## config.mk

```make
export PLATFORM = sky130hd
export DESIGN_NAME = comment_strip_quoted_tokenizer_top
export DESIGN_NICKNAME = d
export VERILOG_FILES = /design/src/sv/cstok_pkg.sv /design/src/sv/cstok_front.sv /design/src/sv/cstok_queue.sv /design/src/sv/cstok_back.sv /design/src/sv/comment_strip_quoted_tokenizer_top.sv
export VERILOG_INCLUDE_DIRS = /design/src /design/src/sv
export SDC_FILE = /design/constraint.sdc
export NUM_CORES = 1
export LEC_CHECK = 0
export ABC_AREA = 1
export BUFFER_PORTS_ARGS = -buffer_cell sky130_fd_sc_hd__buf_2
export CORE_MARGIN = 5
export CORE_UTILIZATION = 44
export CTS_BUF_LIST = sky130_fd_sc_hd__clkbuf_4
export DETAILED_ROUTE_END_ITERATION = 12
export RECOVER_POWER = 100
export SKIP_LAST_GASP = 1
export SLEW_MARGIN = 0
export SYNTH_ARGS = -nofsm -noshare
export SYNTH_HDL_FRONTEND = slang
export SYNTH_SLANG_ARGS = --single-unit
```

## constraint.sdc

```tcl
create_clock -name clk -period 3.7 [get_ports clk]
set_input_delay 0.185 -clock clk [delete_from_list [all_inputs] [get_ports clk]]
set_output_delay 0.185 -clock clk [all_outputs]
set_load 0.02 [all_outputs]
```

## src/sv/comment_strip_quoted_tokenizer_top_assert.svh

```systemverilog
// Assertion macros for the comment-stripping tokenizer.
`ifndef COMMENT_STRIP_QUOTED_TOKENIZER_TOP_ASSERT_SVH
`define COMMENT_STRIP_QUOTED_TOKENIZER_TOP_ASSERT_SVH

// Property checked at every clock edge outside reset.
`define CSTOK_ASSERT(lbl, prop, msg) \
	lbl: assert property (@(posedge clk) disable iff (!arst_n) (prop)) else $error(msg);

// Condition that must never be seen.
`define CSTOK_ASSERT_NEVER(lbl, cond, msg) \
	`CSTOK_ASSERT(lbl, !(cond), msg)

`endif

```

## src/sv/cstok_pkg.sv

```systemverilog
// Shared types, codes and the per-byte tokenizer step.
package cstok_pkg;

	localparam logic ACT_BYTE = 1'b0;
	localparam logic ACT_EOL  = 1'b1;

	localparam logic [1:0] KIND_BYTE      = 2'd0;
	localparam logic [1:0] KIND_TOKEN_END = 2'd1;
	localparam logic [1:0] KIND_LINE_END  = 2'd2;

	localparam logic REG_SEP_LOW  = 1'b0;
	localparam logic REG_SEP_HIGH = 1'b1;

	// space, tab, LF, CR, ':' and ','
	localparam logic [63:0] SEP_RESET_LOW  = 64'h0400_1001_0000_2600;
	localparam logic [63:0] SEP_RESET_HIGH = 64'h0;

	localparam logic [7:0] CH_NUL    = 8'h00;
	localparam logic [7:0] CH_NL     = 8'h0A;
	localparam logic [7:0] CH_SPACE  = 8'h20;
	localparam logic [7:0] CH_QUOTE  = 8'h22;
	localparam logic [7:0] CH_HASH   = 8'h23;
	localparam logic [7:0] CH_LT     = 8'h3C;
	localparam logic [7:0] CH_GT     = 8'h3E;
	localparam logic [7:0] CH_BSLASH = 8'h5C;

	typedef struct packed {
		logic [1:0] kind;
		logic [7:0] data;
		logic       first;
	} cstok_res_t;

	// All results caused by one item; cnt of zero is never queued.
	typedef struct packed {
		logic [1:0]       cnt;
		logic             conflict;
		cstok_res_t [2:0] res;
	} cstok_bundle_t;

	typedef struct packed {
		logic in_token;
		logic in_quotes;
		logic swallow;
		logic prev_bs;
	} cstok_tok_t;

	typedef struct packed {
		cstok_tok_t st;
		logic [1:0] cnt;
		cstok_res_t r0;
		cstok_res_t r1;
	} cstok_tok_out_t;

	function automatic logic is_sep(logic [7:0] b, logic [63:0] lo, logic [63:0] hi);
		if (b[7])
			return 1'b0;
		return b[6] ? hi[b[5:0]] : lo[b[5:0]];
	endfunction

	function automatic cstok_tok_out_t tokenize(cstok_tok_t st, logic [7:0] b,
			logic [63:0] lo, logic [63:0] hi);
		cstok_tok_out_t o;
		logic sep;
		o     = '0;
		o.st  = st;
		sep   = is_sep(b, lo, hi);
		if (st.swallow) begin
			o.st.swallow = 1'b0;
			o.st.prev_bs = 1'b0;
		end else if (!st.in_token) begin
			if (sep) begin
				o.st.prev_bs = (b == CH_BSLASH);
			end else begin
				o.cnt          = 2'd1;
				o.r0           = '{kind: KIND_BYTE, data: b, first: 1'b1};
				o.st.in_token  = 1'b1;
				o.st.in_quotes = (b == CH_QUOTE) && !st.prev_bs;
				o.st.prev_bs   = (b == CH_BSLASH);
			end
		end else if (sep) begin
			o.cnt = 2'd1;
			if (!st.in_quotes) begin
				o.r0          = '{kind: KIND_TOKEN_END, data: 8'h00, first: 1'b0};
				o.st.in_token = 1'b0;
				o.st.prev_bs  = 1'b0;
			end else begin
				o.r0         = '{kind: KIND_BYTE, data: b, first: 1'b0};
				o.st.prev_bs = (b == CH_BSLASH);
			end
		end else if (b == CH_QUOTE && !st.prev_bs) begin
			o.cnt = 2'd1;
			o.r0  = '{kind: KIND_BYTE, data: b, first: 1'b0};
			if (st.in_quotes) begin
				o.cnt          = 2'd2;
				o.r1           = '{kind: KIND_TOKEN_END, data: 8'h00, first: 1'b0};
				o.st.in_token  = 1'b0;
				o.st.in_quotes = 1'b0;
				o.st.swallow   = 1'b1;
			end else begin
				o.st.in_quotes = 1'b1;
			end
			o.st.prev_bs = 1'b0;
		end else begin
			o.cnt        = 2'd1;
			o.r0         = '{kind: KIND_BYTE, data: b, first: 1'b0};
			o.st.prev_bs = (b == CH_BSLASH);
		end
		return o;
	endfunction

endpackage

```

## src/sv/cstok_front.sv

```systemverilog
// Front end: line cleaning, lookahead byte, tokenizer state, result bundles.
module cstok_front
	import cstok_pkg::*;
(
	input  logic          clk,
	input  logic          arst_n,
	input  logic          in_valid,
	output logic          in_stall,
	input  logic          action,
	input  logic [7:0]    in_byte,
	input  logic [63:0]   sep_low,
	input  logic [63:0]   sep_high,
	input  logic          q_full,
	output logic          push,
	output cstok_bundle_t bundle
);

	logic [7:0]     held_byte_q;
	logic           held_valid_q;
	cstok_tok_t     tok_q;
	logic [1:0]     bracket_run_q;
	logic           line_closed_q;
	logic           conflict_q;

	logic           accept;
	logic [7:0]     flush_byte;
	logic           ends;
	logic [1:0]     br_n;
	logic           cf_n;
	cstok_tok_out_t tok;
	logic [1:0]     tn;
	cstok_tok_t     st_after;
	cstok_res_t     end_res;
	cstok_res_t     line_res;

	assign in_stall = q_full;
	assign accept   = in_valid && !q_full;
	assign end_res  = '{kind: KIND_TOKEN_END, data: 8'h00, first: 1'b0};
	assign line_res = '{kind: KIND_LINE_END, data: 8'h00, first: 1'b0};

	always_comb begin
		flush_byte = held_byte_q;
		ends       = 1'b0;
		br_n       = bracket_run_q;
		cf_n       = conflict_q;
		if (in_byte == CH_LT || in_byte == CH_GT) begin
			if (bracket_run_q != 2'd3)
				br_n = bracket_run_q + 2'd1;
			if (br_n == 2'd3)
				cf_n = 1'b1;
		end else begin
			br_n = 2'd0;
			if (in_byte == CH_HASH) begin
				// escaped hash: the held backslash turns into a space
				if (held_valid_q && held_byte_q == CH_BSLASH && action == ACT_BYTE)
					flush_byte = CH_SPACE;
				else
					ends = 1'b1;
			end
			if (in_byte == CH_NL || in_byte == CH_NUL)
				ends = 1'b1;
		end

		tok      = tokenize(tok_q, flush_byte, sep_low, sep_high);
		tn       = held_valid_q ? tok.cnt : 2'd0;
		st_after = held_valid_q ? tok.st : tok_q;

		bundle          = '0;
		bundle.res[0]   = held_valid_q ? tok.r0 : '0;
		bundle.res[1]   = held_valid_q ? tok.r1 : '0;
		if (action == ACT_EOL) begin
			bundle.conflict = conflict_q;
			case (tn)
				2'd0: begin
					if (st_after.in_token) begin
						bundle.res[0] = end_res;
						bundle.res[1] = line_res;
						bundle.cnt    = 2'd2;
					end else begin
						bundle.res[0] = line_res;
						bundle.cnt    = 2'd1;
					end
				end
				2'd1: begin
					if (st_after.in_token) begin
						bundle.res[1] = end_res;
						bundle.res[2] = line_res;
						bundle.cnt    = 2'd3;
					end else begin
						bundle.res[1] = line_res;
						bundle.cnt    = 2'd2;
					end
				end
				default: begin
					// closing quote already ended the token
					bundle.res[2] = line_res;
					bundle.cnt    = 2'd3;
				end
			endcase
		end else begin
			bundle.conflict = cf_n;
			bundle.cnt      = line_closed_q ? 2'd0 : tn;
		end
	end

	assign push = accept && (bundle.cnt != 2'd0);

	always_ff @(posedge clk or negedge arst_n) begin
		if (!arst_n) begin
			held_byte_q   <= 8'h00;
			held_valid_q  <= 1'b0;
			tok_q         <= '0;
			bracket_run_q <= 2'd0;
			line_closed_q <= 1'b0;
			conflict_q    <= 1'b0;
		end else if (accept) begin
			if (action == ACT_EOL) begin
				held_byte_q   <= 8'h00;
				held_valid_q  <= 1'b0;
				tok_q         <= '0;
				bracket_run_q <= 2'd0;
				line_closed_q <= 1'b0;
				conflict_q    <= 1'b0;
			end else if (!line_closed_q) begin
				tok_q         <= st_after;
				bracket_run_q <= br_n;
				conflict_q    <= cf_n;
				if (ends) begin
					line_closed_q <= 1'b1;
					held_valid_q  <= 1'b0;
					held_byte_q   <= 8'h00;
				end else begin
					held_valid_q  <= 1'b1;
					held_byte_q   <= in_byte;
				end
			end
		end
	end

endmodule

```

## src/sv/cstok_queue.sv

```systemverilog
// Bundle queue between front and back end.
module cstok_queue
	import cstok_pkg::*;
#(
	parameter int DEPTH = 4
) (
	input  logic          clk,
	input  logic          arst_n,
	input  logic          push,
	input  cstok_bundle_t wdata,
	input  logic          pop,
	output cstok_bundle_t rdata,
	output logic          nonempty,
	output logic          full
);

	localparam int AW = $clog2(DEPTH);
	localparam int CW = $clog2(DEPTH + 1);

	cstok_bundle_t  mem_q [DEPTH];
	logic [AW-1:0]  wr_ptr_q;
	logic [AW-1:0]  rd_ptr_q;
	logic [CW-1:0]  count_q;
	logic           do_push;
	logic           do_pop;

	assign nonempty = (count_q != '0);
	assign full     = (count_q == CW'(DEPTH));
	assign do_push  = push && !full;
	assign do_pop   = pop && nonempty;
	assign rdata    = mem_q[rd_ptr_q];

	always_ff @(posedge clk) begin
		if (do_push)
			mem_q[wr_ptr_q] <= wdata;
	end

	always_ff @(posedge clk or negedge arst_n) begin
		if (!arst_n) begin
			wr_ptr_q <= '0;
			rd_ptr_q <= '0;
			count_q  <= '0;
		end else begin
			if (do_push)
				wr_ptr_q <= (wr_ptr_q == AW'(DEPTH - 1)) ? '0 : wr_ptr_q + AW'(1);
			if (do_pop)
				rd_ptr_q <= (rd_ptr_q == AW'(DEPTH - 1)) ? '0 : rd_ptr_q + AW'(1);
			if (do_push && !do_pop)
				count_q <= count_q + CW'(1);
			else if (do_pop && !do_push)
				count_q <= count_q - CW'(1);
		end
	end

endmodule

```

## src/sv/cstok_back.sv

```systemverilog
// Back end: walks each bundle one result a cycle into the output register while out_stall is low.
module cstok_back
	import cstok_pkg::*;
(
	input  logic          clk,
	input  logic          arst_n,
	input  cstok_bundle_t head,
	input  logic          head_valid,
	output logic          pop,
	output logic          out_valid,
	input  logic          out_stall,
	output logic [1:0]    kind,
	output logic [7:0]    out_byte,
	output logic          token_first,
	output logic          conflict_marker,
	output logic          last
);

	logic [1:0]  idx_q;
	logic        out_valid_q;
	cstok_res_t  res_q;
	logic        conflict_q;
	logic        last_q;

	logic        load;
	logic        is_last;
	cstok_res_t  cur;

	always_comb begin
		case (idx_q)
			2'd0:    cur = head.res[0];
			2'd1:    cur = head.res[1];
			default: cur = head.res[2];
		endcase
	end

	assign load    = head_valid && (!out_valid_q || !out_stall);
	assign is_last = (idx_q == 2'(head.cnt - 2'd1));
	assign pop     = load && is_last;

	always_ff @(posedge clk or negedge arst_n) begin
		if (!arst_n) begin
			idx_q       <= 2'd0;
			out_valid_q <= 1'b0;
		end else begin
			if (load) begin
				out_valid_q <= 1'b1;
				idx_q       <= is_last ? 2'd0 : idx_q + 2'd1;
			end else if (!out_stall) begin
				out_valid_q <= 1'b0;
			end
		end
	end

	always_ff @(posedge clk) begin
		if (load) begin
			res_q      <= cur;
			conflict_q <= head.conflict;
			last_q     <= is_last;
		end
	end

	assign out_valid       = out_valid_q;
	assign kind            = res_q.kind;
	assign out_byte        = res_q.data;
	assign token_first     = res_q.first;
	assign conflict_marker = conflict_q;
	assign last            = last_q;

endmodule

```

## src/sv/comment_strip_quoted_tokenizer_top.sv

```systemverilog
// Top level of the comment-stripping, quote-aware line tokenizer.
//
//  channel  dir  handshake           payload
//  in       in   in_valid/in_stall   action, in_byte
//  out      out  out_valid/out_stall kind, out_byte, token_first, conflict_marker, last
//  cfg      in   cfg_we              cfg_index, cfg_data (write only)
//
// An input item is taken every cycle while the bundle queue has room; the front end
// works out all results of an item in the cycle it is taken.
// The back end sends one result a cycle while out_stall is low; items with no result
// (held bytes, stripped bytes) are not queued and take no output time.
// The QUEUE_DEPTH-entry bundle queue lets either side stall without holding the other.
// Reset clears all line state and loads the default separator masks; no clearing pass.
// in_stall is high only while the queue is full; out_stall holds the output register.
module comment_strip_quoted_tokenizer_top
	import cstok_pkg::*;
#(
	parameter int QUEUE_DEPTH = 4
) (
	input  logic        clk,
	input  logic        arst_n,
	input  logic        in_valid,
	output logic        in_stall,
	input  logic        action,
	input  logic [7:0]  in_byte,
	output logic        out_valid,
	input  logic        out_stall,
	output logic [1:0]  kind,
	output logic [7:0]  out_byte,
	output logic        token_first,
	output logic        conflict_marker,
	output logic        last,
	input  logic        cfg_we,
	input  logic        cfg_index,
	input  logic [63:0] cfg_data
);

	`include "comment_strip_quoted_tokenizer_top_assert.svh"

	// separator masks, one bit per byte value below 128
	logic [63:0]   sep_low_q;
	logic [63:0]   sep_high_q;

	logic          q_push;
	logic          q_pop;
	logic          q_full;
	logic          q_nonempty;
	cstok_bundle_t q_wdata;
	cstok_bundle_t q_head;

	// a marker result that carries data or the first-byte flag
	logic          marker_dirty;

	always_ff @(posedge clk or negedge arst_n) begin
		if (!arst_n) begin
			sep_low_q  <= SEP_RESET_LOW;
			sep_high_q <= SEP_RESET_HIGH;
		end else if (cfg_we) begin
			case (cfg_index)
				REG_SEP_LOW:  sep_low_q  <= cfg_data;
				REG_SEP_HIGH: sep_high_q <= cfg_data;
				default:      sep_low_q  <= sep_low_q;
			endcase
		end
	end

	// front end: cleaning and tokenizing, at most one bundle of results per item
	cstok_front u_front (
		.clk      (clk),
		.arst_n   (arst_n),
		.in_valid (in_valid),
		.in_stall (in_stall),
		.action   (action),
		.in_byte  (in_byte),
		.sep_low  (sep_low_q),
		.sep_high (sep_high_q),
		.q_full   (q_full),
		.push     (q_push),
		.bundle   (q_wdata)
	);

	cstok_queue #(
		.DEPTH (QUEUE_DEPTH)
	) u_queue (
		.clk      (clk),
		.arst_n   (arst_n),
		.push     (q_push),
		.wdata    (q_wdata),
		.pop      (q_pop),
		.rdata    (q_head),
		.nonempty (q_nonempty),
		.full     (q_full)
	);

	// back end: serialises each bundle through the output register
	cstok_back u_back (
		.clk             (clk),
		.arst_n          (arst_n),
		.head            (q_head),
		.head_valid      (q_nonempty),
		.pop             (q_pop),
		.out_valid       (out_valid),
		.out_stall       (out_stall),
		.kind            (kind),
		.out_byte        (out_byte),
		.token_first     (token_first),
		.conflict_marker (conflict_marker),
		.last            (last)
	);

	assign marker_dirty = (kind != KIND_BYTE) && (out_byte != 8'h00 || token_first);

	// a line end is always the final result of its item
	`CSTOK_ASSERT(a_line_end_last, (out_valid && kind == KIND_LINE_END) |-> last, "line end not last")
	// only token bytes carry data or the first-byte flag
	`CSTOK_ASSERT_NEVER(a_marker_clean, out_valid && marker_dirty, "marker result carries data")
	// the back end never drains an empty queue
	`CSTOK_ASSERT(a_pop_nonempty, q_pop |-> q_nonempty, "pop from empty queue")

endmodule

```

Word level (Yosys, flattened, before mapping). Memories as Yosys holds them, arrays and structs flattened. Cells that the tools add are included.

Flip-flop bits (word level): 168. Memory bits (writable): 144. Input bits: 79. Output and inout port bits: 15. Logic and storage cells: 167. Memories: 1.

$add $sub $neg: 7. Magnitude comparators: 1. Equal/unequal tests: 20. Mux-type cells: 83. Bitwise logic cells: 2. Reduce and logical (&&, ||, !) cells: 32.

Memory list: u_queue.mem_q (depth 4, width 36, read ports 1, clocked after memory_dff 0, write ports 1, line cstok_queue.sv:20) `cstok_bundle_t mem_q [DEPTH];`.

Operators with widths (number): 2-to-1 mux 11 bit (6); case mux 11 bit (2 select lines) (3); 2-to-1 mux 10 bit (5); 2-to-1 mux 8 bit (6); 2-to-1 mux 14 bit (3); 2-to-1 mux 2 bit (17); 2-to-1 mux 33 bit (1); equality test 8 x 6 -> 1 bit (second input constant) (4); 2-to-1 mux 1 bit (30); 2-to-1 mux 24 bit (1); equality test 8 x 7 -> 1 bit (second input constant) (2); binary-select mux 1 bit (select 6 bit) (2); 2-to-1 mux 12 bit (1); 2-to-1 mux 3 bit (4); 2-to-1 mux 4 bit (3); logical AND 1 bit (11); adder 2 x 1 -> 2 bit (second input constant) (4); equality test 8 x 4 -> 1 bit (second input constant) (1); zero test 8 bit (1); != test 2 bit (second input constant) (4); < comparator 6 x 7 -> 1 bit (second input constant) (1); equality test 2 bit (second input constant) (3); zero test 1 bit (6); AND reduction 2 bit (3); other kinds (16) (23).

Depth between registers and ports, before layout. Gate-level depths: netlist of run 1.

Depth in word-level cells: 24. Depth in mapped cells: 25. Mapped depth without buffers: 24.

Modules after synthesis. From an unflattened synthesis of run 1, not the netlist that was laid out.

Cells, all modules: 1632. Area total of the unflattened synthesis: 14939.3 um^2.

By module, submodules not included: cstok_queue (instances 1, cells each 479, area each 6198.4 um^2, sequential area each 4499.3 um^2); comment_strip_quoted_tokenizer_top (instances 1, cells each 555, area each 5151.2 um^2, sequential area each 3210.6 um^2); cstok_front (instances 1, cells each 517, area each 2791.4 um^2, sequential area each 425.4 um^2); cstok_back (instances 1, cells each 81, area each 798.3 um^2, sequential area each 465.4 um^2).

Worst setup path before layout of run 1. OpenSTA, ideal clock, no wires.

Path kind: flip-flop to flip-flop. From: register u_front.held_byte_q[0]. To: register u_queue.count_q[2]. Setup time: 0.131 ns. Arrival time: 2.875 ns. Data required time: 3.569 ns. Path slack: 0.695 ns. Cell stages (with the launch flop): 25. Path buffers: 3. Period minus slack after synthesis: 3.005 ns. Path through: dfrtp_1 > buf_6 > inv_4 > nand2_2 > nor2_4 > nand3_2 > buf_6 > buf_6 > nand4_1 > nand2_1 > nand2_1 > nand3_1 > nand2_2 > nand2_2 > nand3_4 > nor2_2 > nor2_4 > nand2_4 > nand2_4 > ha_1 > inv_1 > fa_1 > a21oi_1 > o21ai_0 > xor2_1.

Word-level cells in the longest chain between the ends: 23. Elaborated cells on any way between the ends: 42. Classes of those cells: eq/ne: 3; mux: 28; reduce/logical: 11.

RTL lines: start, declared (line cstok_front.sv:18) `logic [7:0] held_byte_q;`; start signal, assigned (line cstok_front.sv:134) `held_byte_q <= in_byte;`; equality test 8 x 7 -> 1 bit (line cstok_front.sv:55) `if (held_valid_q && held_byte_q == CH_BSLASH && action == ACT_BYTE)`; logical AND 1 bit (2 in a row) (line cstok_front.sv:55); 2-to-1 mux 8 bit (line cstok_front.sv:55); 2-to-1 mux 8 bit (line cstok_front.sv:53) `if (in_byte == CH_HASH) begin`; 2-to-1 mux 8 bit * (line cstok_front.sv:46) `if (in_byte == CH_LT || in_byte == CH_GT) begin`; binary-select mux 1 bit (select 6 bit) (line cstok_pkg.sv:57) `return b[6] ? hi[b[5:0]] : lo[b[5:0]];`; 2-to-1 mux 1 bit (not written as such) (line cstok_pkg.sv:57); 2-to-1 mux 1 bit (2 in a row) (line cstok_pkg.sv:57); (+6 left out); 2-to-1 mux 3 bit * (line cstok_front.sv:71) `if (action == ACT_EOL) begin`; nonzero test 2 bit * (line cstok_front.sv:106) `assign push = accept && (bundle.cnt != 2'd0);`; logical AND 1 bit * (line cstok_front.sv:106); logical AND 1 bit * (line cstok_queue.sv:29) `assign do_push = push && !full;`; named net u_queue.do_push (line cstok_queue.sv:24) `logic do_push;`; zero test 1 bit (line cstok_queue.sv:50) `else if (do_pop && !do_push)`; logical AND 1 bit (line cstok_queue.sv:50); nonzero test 2 bit (no source line); end signal, assigned (line cstok_queue.sv:49) `count_q <= count_q + CW'(1);`; end signal, assigned (line cstok_queue.sv:51) `count_q <= count_q - CW'(1);`; end, declared (line cstok_queue.sv:23) `logic [CW-1:0] count_q;`.

The timed path passes the listed nets; every way through them passes the cells marked *. The select of a mux whose other input is x is not followed. A chain may end at the register's enable or synchronous reset.

Worst setup path in the final report of run 1.
From: register u_front.held_byte_q[1]. To: memory u_queue.mem_q[2][32] (netlist bit) (enable).

Word-level cells in the longest chain between the ends: 22. Elaborated cells on any way between the ends: 39. Classes of those cells: eq/ne: 3; mux: 29; reduce/logical: 7.

RTL lines: equality test 8 x 7 -> 1 bit (line cstok_front.sv:55); logical AND 1 bit (2 in a row) (line cstok_front.sv:55); 2-to-1 mux 8 bit (line cstok_front.sv:55); 2-to-1 mux 8 bit (line cstok_front.sv:53); 2-to-1 mux 8 bit * (line cstok_front.sv:46); binary-select mux 1 bit (select 6 bit) (line cstok_pkg.sv:57); 2-to-1 mux 1 bit (not written as such) (line cstok_pkg.sv:57); 2-to-1 mux 1 bit (2 in a row) (line cstok_pkg.sv:57); (+5 left out); case mux 2 bit (2 select lines) (line cstok_front.sv:73) `case (tn)`; 2-to-1 mux 3 bit * (line cstok_front.sv:71); nonzero test 2 bit * (line cstok_front.sv:106); logical AND 1 bit * (line cstok_front.sv:106); logical AND 1 bit * (line cstok_queue.sv:29); named net u_queue.do_push (line cstok_queue.sv:24); 2-to-1 mux 1 bit * (line cstok_queue.sv:34) `if (do_push)`; 2-to-1 mux 1 bit (not written as such) * (line cstok_queue.sv:35) `mem_q[wr_ptr_q] <= wdata;`; end, declared (line cstok_queue.sv:20).

Marked as above.

==> impl_metrics.xml, run 1 <==
<?xml version="1.0" encoding="UTF-8"?>
<metrics>
  <group name="routing">
    <metric name="drcViolationCount" unit="">0</metric>
    <metric name="route.detailed.wl_per_inst" unit="µm">14.8</metric>
    <metric name="routed_length_on_met3" unit="mm">1.28</metric>
    <metric name="drt_pass1_iterations" unit="">7</metric>
    <metric name="drt_iter0_markers" unit="">609</metric>
    <metric name="antenna_violating_nets_post_route" unit="">0</metric>
    <metric name="met1_length" unit="mm">11.8</metric>
    <metric name="route.detailed.vias_per_inst" unit="">4.93</metric>
    <metric name="detailroute.wirelength.met2" unit="mm">13.0</metric>
    <metric name="vias" unit="">8900</metric>
    <metric name="drt-total-wl" unit="mm">26.8</metric>
    <metric name="dr.max_layer_used" unit="">met4</metric>
  </group>
  <group name="worst_hold_path">
    <metric name="count_of_cells_along_the_worst_hold_path" unit="">4</metric>
    <metric name="hp-start" unit="">out_stall</metric>
    <metric name="worst_hold_path_type" unit="">in -&gt; reg</metric>
    <metric name="hold_path_end" unit="">u_back.out_valid</metric>
  </group>
  <group name="floorplan">
    <metric name="fp.dieArea" unit="µm²">28000</metric>
    <metric name="floorplan_row_count" unit="">57</metric>
    <metric name="effective_utilization_at_floorplan" unit="">0.447</metric>
    <metric name="core-area" unit="µm²">24400</metric>
    <metric name="boundaryPins" unit="">94</metric>
    <metric name="floorplan.die.width" unit="µm">167</metric>
    <metric name="die_height" unit="µm">167</metric>
  </group>
  <group name="sta">
    <metric name="finalMaxSlewViolations" unit="">233</metric>
    <metric name="report.final.setup_viol" unit="">0</metric>
    <metric name="clock.fmax" unit="MHz">297</metric>
    <metric name="hold_ws" unit="ps">311</metric>
    <metric name="fin_setup_tns" unit="ps">0</metric>
    <metric name="finalWorstPathRequiredPeriod" unit="ps">3370</metric>
    <metric name="unrepaired_setup_endpoints_after_global_routing" unit="">no</metric>
    <metric name="timing_worst_slew_pin_value" unit="ps">2480</metric>
    <metric name="hold_viol" unit="">0</metric>
    <metric name="timing.max_slew.rel_slack" unit="">-0.656</metric>
    <metric name="period_share" unit="">0.911</metric>
    <metric name="finClkSkew" unit="ps">51.2</metric>
  </group>
  <group name="placement">
    <metric name="place_hpwl" unit="mm">17.4</metric>
    <metric name="postPlaceCellArea" unit="µm²">11700</metric>
    <metric name="buffer_ports.inserted" unit="">93</metric>
    <metric name="finalWeightedCongestion" unit="">0.856</metric>
  </group>
  <group name="yosys">
    <metric name="syn_avg_cell_area" unit="µm²">8.79</metric>
    <metric name="ys_ff_latch" unit="">236</metric>
    <metric name="post_synth_most_frequent_cells" unit="">nand2_1, o21ai_0, dfrtp_1, nor2_1, inv_1</metric>
    <metric name="synth_top_cell_area_share" unit="">0.342</metric>
    <metric name="synth.cell_area" unit="µm²">10900</metric>
    <metric name="syn-num-nets" unit="">1328</metric>
    <metric name="number_of_enable_flip_flop_cells_after_synthesis" unit="">81</metric>
    <metric name="synth_top_cells_by_area" unit="">dfrtp_1, edfxtp_1, nand2_1, o21ai_0, nor2_1</metric>
    <metric name="yosysWarningCount" unit="">0</metric>
    <metric name="syn-instance-count" unit="">1240</metric>
    <metric name="async_flop_share" unit="">0.657</metric>
    <metric name="synth.largest_area_cell" unit="">dfrtp_1</metric>
    <metric name="cell_with_the_most_instances_after_synthesis" unit="">nand2_1</metric>
    <metric name="ys_dominant_reg_cell" unit="">dfrtp_1</metric>
    <metric name="ys_types" unit="">42</metric>
    <metric name="yosysSeqAreaShare" unit="">0.579</metric>
  </group>
  <group name="pwr">
    <metric name="pwr_density_cell" unit="nW/µm²">638</metric>
    <metric name="power.leakage" unit="µW">0.00613</metric>
    <metric name="vdd_drop_max" unit="mV">0.288</metric>
  </group>
  <group name="flow_run">
    <metric name="max_cap_viols" unit="">4</metric>
  </group>
  <group name="outcome">
    <metric name="status" unit="">complete, but fails checks</metric>
    <metric name="violations" unit="">capacitance limit, slew limit</metric>
  </group>
  <group name="clocking">
    <metric name="tritoncts.num_buffers" unit="">66</metric>
    <metric name="tritoncts" unit="">yes</metric>
    <metric name="cts.clk_slew.worst_paths" unit="ps">60</metric>
    <metric name="cts_root_buffer" unit="">clkbuf_4</metric>
    <metric name="cts_max_path_buffers" unit="">3</metric>
    <metric name="cts.sinks" unit="">236</metric>
    <metric name="worst_skew_pair.late_latency" unit="ps">650</metric>
    <metric name="cts_htree_levels" unit="">3</metric>
  </group>
  <group name="worst_setup_path">
    <metric name="required" unit="ps">3920</metric>
    <metric name="sort_of_element_at_the_end_of_the_critical_path" unit="">flop</metric>
    <metric name="critical_path_peak_fanout" unit="">17</metric>
    <metric name="rr_startpoint" unit="">u_front.held_byte_q[1]</metric>
    <metric name="setup.worst_path.class" unit="">reg -&gt; reg</metric>
    <metric name="reg2reg_slack" unit="ps">330</metric>
    <metric name="timing.reg2reg.worst_path_depth" unit="">20</metric>
    <metric name="start_kind" unit="">flop</metric>
    <metric name="cp.arrival" unit="ps">3590</metric>
    <metric name="r2r_end" unit="">u_queue.mem_q[2][32]</metric>
  </group>
  <group name="global_routing">
    <metric name="grt_pass1_vias" unit="">9005</metric>
    <metric name="grt_first_pass_wirelength" unit="mm">45.2</metric>
    <metric name="track_usage" unit="">0.195</metric>
    <metric name="grt.overflow.total" unit="">0</metric>
    <metric name="number_of_antenna_violations_at_the_first_check_in_global_routing" unit="">1</metric>
    <metric name="largest_net_degree_at_the_start_of_global_routing" unit="">86</metric>
  </group>
  <group name="layout">
    <metric name="finalCoreUtilization" unit="">0.542</metric>
    <metric name="syn_to_final_growth" unit="%">21.3</metric>
    <metric name="stdcell_area" unit="µm²">13200</metric>
    <metric name="layout.nets" unit="">1522</metric>
    <metric name="layout-drive-gt1-share" unit="">0.166</metric>
  </group>
</metrics>
[worst max-delay path: stages (launching register included)]
cell,delay (ps)
dfrtp_1,410
nor2_1,190
inv_2,60
nor2_2,150
nand3_4,150
buf_4,230
nand2_4,100
inv_2,50
nand3_1,70
nand3_1,60
nand2_1,60
inv_1,50
nand2_2,80
nand2_2,80
nand3_4,100
nor2_2,50
nor2_4,120
nand2_4,70
nand2_4,90
inv_4,60
nor2_2,690
[timing repair]
action                                  CTS  global route
hold endpoints to repair                212             0
endpoints found under the setup margin    0            21
hold buffers                             77             0
buffers inserted                          0             0
gates resized for setup                   0             3
[report_power, final]
part,total [µW],internal (µW),switching (µW)
logic,2620,866,1750
registers,3490,3270,217
clock network,2340,1280,1060
[sequential cells by signal, summed over array words and instances, names as in the netlist]
signal	cells
u_queue.mem_q	68
u_front.held_byte_q	8
u_front.line_closed_q	1
u_back.out_valid	1
u_front.conflict_q	1
sep_low_q	64
u_queue.count_q	3
u_queue.wr_ptr_q	2
u_front.bracket_run_q	2
sep_high_q	64
u_front.tok_q	4
u_back.last	1
u_back.kind	2
u_back.idx_q	2
u_back.token_first	1
u_back.conflict_marker	1
u_back.out_byte	8
u_queue.rd_ptr_q	2
u_front.held_valid_q	1
[routing by layer]
metal	global-route usage	vias to the layer above
li1	-	4495
met4	0.0762	0
met5	0	-
met2	0.324	215
met1	0.252	4134
met3	0.0387	56
[worst max-delay path by stage]
| stage | startpoint | cells past startpoint | endpoint |
|---|---|---|---|
| final | u_front.held_byte_q[1] | 20 | u_queue.mem_q[2][32] |
| after global routing | u_front.held_byte_q[1] | 23 | u_queue.count_q[2] |
| after CTS | u_front.held_byte_q[1] | 20 | u_queue.mem_q[1][8] |
| after detailed placement | u_front.held_byte_q[1] | 20 | u_queue.mem_q[1][6] |
| after global placement | u_front.held_byte_q[1] | 20 | u_queue.mem_q[3][2] |
| after floorplan | u_front.held_byte_q[0] | 24 | u_queue.count_q[2] |
[final cells by class]
| cell class | count | area, µm² |
|---|---|---|
| fillers | 2349 | 11200 |
| flip-flops and latches | 236 | 6320 |
| multi-input cells | 819 | 3840 |
| repair buffers | 193 | 1390 |
| clock buffers | 105 | 788 |
| inverters | 118 | 448 |
| well taps | 324 | 405 |
| clock inverters | 11 | 43.8 |
| diodes | 1 | 2.50 |
[per-stage QoR]
step | setup WS, ps | total power [µW] | cells
after global routing | 37.9 | 9110 | 1807
final | 330 | 8440 | 1807
after detailed placement | 187 | 6140 | 1613
after global placement | 264 | 6110 | 1613
after CTS | 128 | 8580 | 1806
after floorplan | 695 | 5340 | 1240
[cells by family (layout without fill, tap and decap cells)]
logic type	Yosys count	count (layout)	synth area share
simple gates	545	545	0.212
compound gates	261	261	0.125
flops	236	236	0.579
buf+inv	185	427	0.0691
fa+ha+maj	9	9	0.0110
xor+xnor	3	3	0.00241
mux	1	1	0.00103
other cells	0	1	0
[layout by cell type, fill, tap and decap left out, types with 13 or more instances in the layout]
cell type	n
nand2_1	296
a21oi_1	22
dfrtp_1	149
dlygate4sd3_1	77
edfxtp_1	81
nor2_1	143
inv_1	110
o21ai_0	208
buf_4	14
clkbuf_1	24
buf_2	74
o22ai_1	13
clkbuf_4	105
nand3_1	64
(Power assumes the default switching activity.)
==> run 2: changes to the inputs <==
--- a/config.mk
+++ b/config.mk
@@ -17,4 +17,5 @@
 export SLEW_MARGIN = 0
 export SYNTH_ARGS = -nofsm -noshare
 export SYNTH_HDL_FRONTEND = slang
+export SYNTH_HIERARCHICAL = 1
 export SYNTH_SLANG_ARGS = --single-unit
==> impl_metrics.xml, run 2 <==
<?xml version="1.0" encoding="UTF-8"?>
<metrics>
  <group name="placement">
    <metric name="preCtsSetupSlack" unit="ps">39.6</metric>
    <metric name="buffer_ports.inserted" unit="">93</metric>
    <metric name="post-place-cells" unit="">2116</metric>
    <metric name="finalWeightedCongestion" unit="">0.855</metric>
    <metric name="place_hpwl" unit="mm">22.7</metric>
  </group>
  <group name="floorplan">
    <metric name="effective_utilization_at_floorplan" unit="">0.446</metric>
    <metric name="core-area" unit="µm²">33500</metric>
    <metric name="boundaryPins" unit="">94</metric>
    <metric name="floorplan_row_count" unit="">67</metric>
    <metric name="floorplan.die.width" unit="µm">194</metric>
    <metric name="die_height" unit="µm">194</metric>
    <metric name="fp.dieArea" unit="µm²">37700</metric>
  </group>
  <group name="routing">
    <metric name="vias" unit="">11977</metric>
    <metric name="drcViolationCount" unit="">0</metric>
    <metric name="route.detailed.wl_per_inst" unit="µm">15.9</metric>
    <metric name="route.detailed.vias_per_inst" unit="">5.07</metric>
    <metric name="antenna_violating_nets_post_route" unit="">0</metric>
    <metric name="drt_pass1_iterations" unit="">5</metric>
    <metric name="drt-total-wl" unit="mm">37.4</metric>
    <metric name="drt_iter0_markers" unit="">791</metric>
  </group>
  <group name="worst_setup_path">
    <metric name="sort_of_element_at_the_end_of_the_critical_path" unit="">flop</metric>
    <metric name="required" unit="ps">4270</metric>
    <metric name="start_kind" unit="">flop</metric>
    <metric name="cp.arrival" unit="ps">4070</metric>
    <metric name="setup.worst_path.class" unit="">reg -&gt; reg</metric>
    <metric name="critical_path_peak_fanout" unit="">6</metric>
  </group>
  <group name="clocking">
    <metric name="cts.clk_slew.worst_paths" unit="ps">70</metric>
    <metric name="tritoncts" unit="">yes</metric>
    <metric name="worst_skew_pair.late_latency" unit="ps">720</metric>
    <metric name="cts.sinks" unit="">312</metric>
    <metric name="cts_htree_levels" unit="">3</metric>
    <metric name="tritoncts.num_buffers" unit="">83</metric>
    <metric name="cts_max_path_buffers" unit="">3</metric>
    <metric name="cts_root_buffer" unit="">clkbuf_4</metric>
  </group>
  <group name="pwr">
    <metric name="clock_power_share" unit="">0.272</metric>
    <metric name="sequentialPowerShare" unit="">0.412</metric>
    <metric name="power_report.internal_total" unit="µW">7190</metric>
    <metric name="pwr_density_cell" unit="nW/µm²">636</metric>
    <metric name="comb_power_share" unit="">0.316</metric>
    <metric name="power.leakage" unit="µW">0.00819</metric>
    <metric name="vdd_drop_max" unit="mV">0.406</metric>
    <metric name="p_switching" unit="µW">4070</metric>
    <metric name="power.share.switching" unit="">0.361</metric>
  </group>
  <group name="global_routing">
    <metric name="grt.overflow.total" unit="">0</metric>
    <metric name="largest_net_degree_at_the_start_of_global_routing" unit="">118</metric>
    <metric name="globalRouteMet2Util" unit="">0.335</metric>
    <metric name="most_utilized_layer_in_the_global_route_result" unit="">met2</metric>
    <metric name="grt_pass1_vias" unit="">11837</metric>
    <metric name="track_usage" unit="">0.196</metric>
    <metric name="globalRouteMet1Util" unit="">0.253</metric>
    <metric name="grtUsageMet3" unit="">0.0387</metric>
    <metric name="number_of_antenna_violations_at_the_first_check_in_global_routing" unit="">1</metric>
    <metric name="grt_first_pass_wirelength" unit="mm">61.0</metric>
  </group>
  <group name="sta">
    <metric name="unrepaired_setup_endpoints_after_global_routing" unit="">yes</metric>
    <metric name="timing.max_slew.rel_slack" unit="">-0.474</metric>
    <metric name="finalMaxSlewViolations" unit="">84</metric>
    <metric name="period_share" unit="">0.947</metric>
    <metric name="report.final.setup_viol" unit="">0</metric>
    <metric name="hold_ws" unit="ps">243</metric>
    <metric name="finalWorstPathRequiredPeriod" unit="ps">3500</metric>
    <metric name="clock.fmax" unit="MHz">286</metric>
    <metric name="worst_slack" unit="ps">198</metric>
    <metric name="hold_viol" unit="">0</metric>
    <metric name="finClkSkew" unit="ps">49.1</metric>
    <metric name="timing_worst_slew_pin_value" unit="ps">2210</metric>
  </group>
  <group name="yosys">
    <metric name="ys_types" unit="">39</metric>
    <metric name="ys_ff_latch" unit="">312</metric>
    <metric name="synth.largest_area_cell" unit="">edfxtp_1</metric>
    <metric name="synth_top_cells_by_area" unit="">edfxtp_1, dfrtp_1, nand2_1, nand3_1, o211ai_1</metric>
    <metric name="syn_avg_cell_area" unit="µm²">9.15</metric>
    <metric name="async_flop_share" unit="">0.497</metric>
    <metric name="yosysSeqAreaShare" unit="">0.576</metric>
    <metric name="yosysWarningCount" unit="">6</metric>
    <metric name="syn-instance-count" unit="">1632</metric>
    <metric name="cell_with_the_most_instances_after_synthesis" unit="">nand2_1</metric>
    <metric name="synth.cell_area" unit="µm²">14900</metric>
    <metric name="post_synth_most_frequent_cells" unit="">nand2_1, nand3_1, edfxtp_1, dfrtp_1, inv_1</metric>
    <metric name="number_of_enable_flip_flop_cells_after_synthesis" unit="">157</metric>
    <metric name="synth_top_cell_area_share" unit="">0.316</metric>
    <metric name="ys_dominant_reg_cell" unit="">edfxtp_1</metric>
  </group>
  <group name="layout">
    <metric name="largest_register_ffs" unit="">144</metric>
    <metric name="final_common_cell" unit="">nand2_1</metric>
    <metric name="syn_to_final_growth" unit="%">18.6</metric>
    <metric name="layout.nets" unit="">1938</metric>
    <metric name="fill_cells" unit="">3108</metric>
    <metric name="layout_common_cells" unit="">nand2_1, nand3_1, edfxtp_1, dfrtp_1, inv_1</metric>
    <metric name="layout_top_registers" unit="">u_queue/mem_q (144), sep_high_q (64), sep_low_q (64)</metric>
    <metric name="multi_input_combinational_cell_area" unit="µm²">5150</metric>
    <metric name="layout-drive-gt1-share" unit="">0.162</metric>
    <metric name="finalCoreUtilization" unit="">0.528</metric>
    <metric name="fin_cells" unit="">2362</metric>
    <metric name="top_register" unit="">u_queue/mem_q</metric>
    <metric name="final-seq-area" unit="µm²">8600</metric>
  </group>
  <group name="outcome">
    <metric name="status" unit="">complete, but fails checks</metric>
    <metric name="violations" unit="">capacitance limit, slew limit</metric>
  </group>
  <group name="flow_run">
    <metric name="max_cap_viols" unit="">1</metric>
  </group>
  <group name="worst_hold_path">
    <metric name="worst_hold_path_type" unit="">in -&gt; reg</metric>
  </group>
</metrics>
==> run 2: changes by cell type after synthesis, sizes merged, moves of 23 or more <==
cell,previous run,this run
nand3,72,212
buf,20,102
o21ai,213,58
clkbuf,47,11
nand2,305,533
nor2,153,108
o211ai,5,76
edfxtp,81,157
inv,117,140
==> run 2: cells by family (layout without fill, tap and decap cells) <==
logic type                 Yosys count  count (layout)  synth area share
AOI/OAI and AO/OA                  180             180            0.0776
xor gates and xnor gates             1               1          0.000586
adders and majority gates            9               9           0.00804
buffers and inverters              254             517            0.0905
DFF                                312             312             0.576
other                                1              20          0.000251
and+or+nand+nor                    875             875             0.247
==> run 2: power groups by stage <==
stage,Sequential (µW),Clock (µW),Combinational (µW)
finish,4640,3070,3560
global route,4700,3370,4000
CTS,4640,3170,3520
detailed placement,4710,0,3450
global placement,4690,0,3410
floorplan,4720,0,2460
==> run 2: repair_timing <==
item / CTS / global route
hold buffers: 88 / 0
gates resized for setup: 0 / 24
setup buffers: 0 / 8
endpoints found under the setup margin: 0 / 146
endpoints found under the hold margin: 227 / 0
==> run 2: critical path: stages, from the launching register on <==
cell and delay (ps):
dfrtp_2 460, nor2_4 130, nand3_1 90, nor2_2 160
nand2_4 110, buf_6 160, nand2_2 130, inv_2 70
nand2_1 60, inv_1 40, nand3_1 70, nand3_1 100
nand3_2 150, nand3_4 140, nand2_4 110, nand3_1 70
nand2_1 80, nand2_2 80, nor2_2 90, nor2_2 50
nand2_1 80, inv_1 50, ha_1 200, inv_1 100
fa_2 440, nand2_1 70, o21ai_0 70
==> run 2: area by class of cell <==
| type | count | share of cell area |
|---|---|---|
| Clock inverter | 26 | 0.00932 |
| Antenna cell | 1 | 0.000141 |
| Multi-Input combinational cell | 1084 | 0.291 |
| Tap cell | 448 | 0.0316 |
| Sequential cell | 312 | 0.486 |
| Clock buffer | 122 | 0.0517 |
| Inverter | 141 | 0.0299 |
| Timing Repair Buffer | 228 | 0.101 |
==> run 2: layer usage <==
layer	share of wire	vias to the layer above
met2	0.49	347
li1	-	5877
met3	0.054	64
met1	0.43	5689
met5	0	-
met4	0.022	0
==> run 2: through the flow <==
step | setup TNS (ps) | power [µW] | area, µm²
after CTS | 0 | 11300 | 17600
final | 0 | 11300 | 17700
after floorplan | -79110 | 7180 | 15000
after detailed placement | 0 | 8150 | 15600
after global routing | -117 | 12100 | 17700
after global placement | 0 | 8100 | 15600
==> run 2: final timing paths <==
check | start | end | slack (ps) | cells past startpoint
max | u_front/held_byte_q[1] | u_queue/count_q[1] | 200 | 26
min | cfg_data[16] | sep_low_q[16] | 240 | 4
max reg2reg | u_front/held_byte_q[1] | u_queue/count_q[1] | 200 | 26
min reg2reg | sep_low_q[13] | sep_low_q[13] | 470 | 2
max in group asynchronous | arst_n | sep_high_q[60] | 1240 | 3
min in group asynchronous | arst_n | u_queue/count_q[0] | 650 | 2
==> run 3: changes to the inputs <==
--- a/config.mk
+++ b/config.mk
@@ -12,6 +12,7 @@
 export CORE_UTILIZATION = 44
 export CTS_BUF_LIST = sky130_fd_sc_hd__clkbuf_4
 export DETAILED_ROUTE_END_ITERATION = 12
+export PLACE_DENSITY = 0.66
 export RECOVER_POWER = 100
 export SKIP_LAST_GASP = 1
 export SLEW_MARGIN = 0
==> constraint.sdc (replaced) <==
create_clock -name clk -period 3.7 [get_ports clk]
set_input_delay 1.11 -clock clk [delete_from_list [all_inputs] [get_ports clk]]
set_output_delay 1.11 -clock clk [all_outputs]
set_load 0.02 [all_outputs]
==> impl_metrics.xml, run 3 (synthesis results as in run 2) <==
<?xml version="1.0" encoding="UTF-8"?>
<metrics>
  <group name="sta">
    <metric name="finClkSkew" unit="ps">63.1</metric>
    <metric name="finalWorstPathRequiredPeriod" unit="ps">3540</metric>
    <metric name="timing.max_slew.rel_slack" unit="">-0.320</metric>
    <metric name="finalMaxSlewViolations" unit="">79</metric>
    <metric name="clock.fmax" unit="MHz">282</metric>
    <metric name="report.final.setup_viol" unit="">0</metric>
    <metric name="hold_viol" unit="">0</metric>
    <metric name="period_share" unit="">0.957</metric>
    <metric name="timing_worst_slew_pin_value" unit="ps">1980</metric>
    <metric name="fin_setup_tns" unit="ps">0</metric>
  </group>
  <group name="floorplan">
    <metric name="floorplan_row_count" unit="">67</metric>
    <metric name="effective_utilization_at_floorplan" unit="">0.446</metric>
    <metric name="core-area" unit="µm²">33500</metric>
    <metric name="floorplan.die.width" unit="µm">194</metric>
    <metric name="fp.dieArea" unit="µm²">37700</metric>
    <metric name="die_height" unit="µm">194</metric>
    <metric name="boundaryPins" unit="">94</metric>
  </group>
  <group name="clocking">
    <metric name="ctsHoldBuffers" unit="">0</metric>
    <metric name="cts_max_path_buffers" unit="">3</metric>
    <metric name="tritoncts.num_buffers" unit="">83</metric>
    <metric name="cts.clk_slew.worst_paths" unit="ps">60</metric>
    <metric name="cts_htree_levels" unit="">3</metric>
    <metric name="cts.sinks" unit="">312</metric>
    <metric name="cts_root_buffer" unit="">clkbuf_4</metric>
    <metric name="tritoncts" unit="">yes</metric>
    <metric name="worst_skew_pair.late_latency" unit="ps">710</metric>
  </group>
  <group name="layout">
    <metric name="largest_register_ffs" unit="">144</metric>
    <metric name="top_register" unit="">u_queue/mem_q</metric>
    <metric name="layout_top_registers" unit="">u_queue/mem_q (144), sep_high_q (64), sep_low_q (64)</metric>
    <metric name="layout_common_cells" unit="">nand2_1, nand3_1, edfxtp_1, dfrtp_1, inv_1</metric>
    <metric name="syn_to_final_growth" unit="%">14.2</metric>
    <metric name="fill_cells" unit="">3159</metric>
    <metric name="fin_cells" unit="">2311</metric>
    <metric name="layout.nets" unit="">1882</metric>
    <metric name="final_common_cell" unit="">nand2_1</metric>
    <metric name="layout-drive-gt1-share" unit="">0.176</metric>
  </group>
  <group name="pwr">
    <metric name="overall_power_of_the_completed_layout" unit="µW">11400</metric>
    <metric name="pwr_density_cell" unit="nW/µm²">669</metric>
    <metric name="vdd_drop_max" unit="mV">0.452</metric>
    <metric name="power.leakage" unit="µW">0.00796</metric>
  </group>
  <group name="worst_setup_path">
    <metric name="cp.arrival" unit="ps">3880</metric>
    <metric name="sort_of_element_at_the_end_of_the_critical_path" unit="">flop</metric>
    <metric name="required" unit="ps">4030</metric>
    <metric name="setup.worst_path.class" unit="">in -&gt; reg</metric>
    <metric name="reg2reg_slack" unit="ps">250</metric>
    <metric name="start_kind" unit="">input pin</metric>
    <metric name="critical_path_peak_fanout" unit="">23</metric>
  </group>
  <group name="global_routing">
    <metric name="grt_pass1_vias" unit="">11784</metric>
    <metric name="track_usage" unit="">0.192</metric>
    <metric name="number_of_antenna_violations_at_the_first_check_in_global_routing" unit="">3</metric>
    <metric name="largest_net_degree_at_the_start_of_global_routing" unit="">83</metric>
    <metric name="grt.overflow.total" unit="">0</metric>
    <metric name="grt_first_pass_wirelength" unit="mm">59.7</metric>
  </group>
  <group name="placement">
    <metric name="finalWeightedCongestion" unit="">0.917</metric>
    <metric name="post-place-cells" unit="">2155</metric>
    <metric name="place_hpwl" unit="mm">23.1</metric>
    <metric name="buffer_ports.inserted" unit="">93</metric>
  </group>
  <group name="routing">
    <metric name="drt_pass1_iterations" unit="">6</metric>
    <metric name="route.detailed.vias_per_inst" unit="">5.13</metric>
    <metric name="drcViolationCount" unit="">0</metric>
    <metric name="vias" unit="">11857</metric>
    <metric name="route.detailed.wl_per_inst" unit="µm">15.7</metric>
    <metric name="drt_iter0_markers" unit="">699</metric>
    <metric name="drt-total-wl" unit="mm">36.3</metric>
    <metric name="antenna_violating_nets_post_route" unit="">0</metric>
  </group>
  <group name="worst_hold_path">
    <metric name="worst_hold_path_type" unit="">reg -&gt; reg</metric>
  </group>
  <group name="flow_run">
    <metric name="max_cap_viols" unit="">1</metric>
  </group>
  <group name="outcome">
    <metric name="violations" unit="">capacitance limit, slew limit</metric>
    <metric name="status" unit="">complete, but fails checks</metric>
  </group>
</metrics>
run 3: power by group:
group | leakage [µW] | internal (µW) | switching, µW | total (µW)
sequential | 0.00338 | 4350 | 349 | 4700
combinational | 0.00391 | 1160 | 2310 | 3470
clock | 0.000665 | 1770 | 1470 | 3240
total | 0.00796 | 7280 | 4130 | 11400
run 3: what timing repair did:
action | in CTS | in global routing
setup buffers | 0 | 2
endpoints found under the setup margin | 0 | 2
resized for setup | 0 | 5
run 3: path summary, 6_finish.rpt:
path | to | cells after the start | startpoint
hold / removal | sep_high_q[24] | 2 | sep_high_q[24]
setup / recovery | u_queue/mem_q[0][19] | 23 | in_byte[7]
min in group asynchronous | sep_low_q[12] | 1 | arst_n
setup reg to reg | u_queue/mem_q[0][19] | 19 | u_front/held_byte_q[1]
hold reg to reg | sep_high_q[24] | 2 | sep_high_q[24]
max in group asynchronous | sep_high_q[34] | 2 | arst_n
run 3: per-stage QoR:
stage               cell area (µm²)   util  worst slack [ps]  hold slack (ps)
global placement              16100  0.479              -431              448
floorplan                     15100      -              -291              437
CTS                           17200  0.513               222              400
detailed placement            16100  0.479              -509              453
global route                  17100  0.509             -1.87              475
finish                        17100  0.509               157              465
run 3: critical path, stage by stage:
cell and delay (ps):
buf_2 110, nor2_2 130, nand3_1 100, nor2_2 170, nand2_2 180, buf_4 210, nand3_1 70, nand2_1 50
nand2_1 50, nand2_1 60, a21oi_1 140, nand3_1 130, nand3_4 130, nand2_4 60, nor2_1 100, nand2_1 70
nand2_2 90, nor2_2 40, nor2_2 150, nand2_4 70, buf_4 180, nor2_4 90, buf_4 360
run 3: final cells by class:
| class | count | area (µm²) | area share |
|---|---|---|---|
| Clock buffer | 110 | 826 | 0.0484 |
| Sequential cell | 312 | 8610 | 0.505 |
| Clock inverter | 42 | 324 | 0.0190 |
| Antenna cell | 2 | 5.00 | 0.000293 |
| Multi-Input combinational cell | 1084 | 5130 | 0.301 |
| Inverter | 141 | 529 | 0.0310 |
| Timing Repair Buffer | 172 | 1070 | 0.0630 |
| Tap cell | 448 | 561 | 0.0329 |
run 3: per-layer routing:
metal / track usage / vias to the layer above / wire length [µm]
met4: 0.0711 / 2 / 1060
met1: 0.254 / 5627 / 15600
li1: - / 5761 / -
met5: 0 / - / 7
met2: 0.311 / 382 / 17300
met3: 0.0447 / 85 / 2390
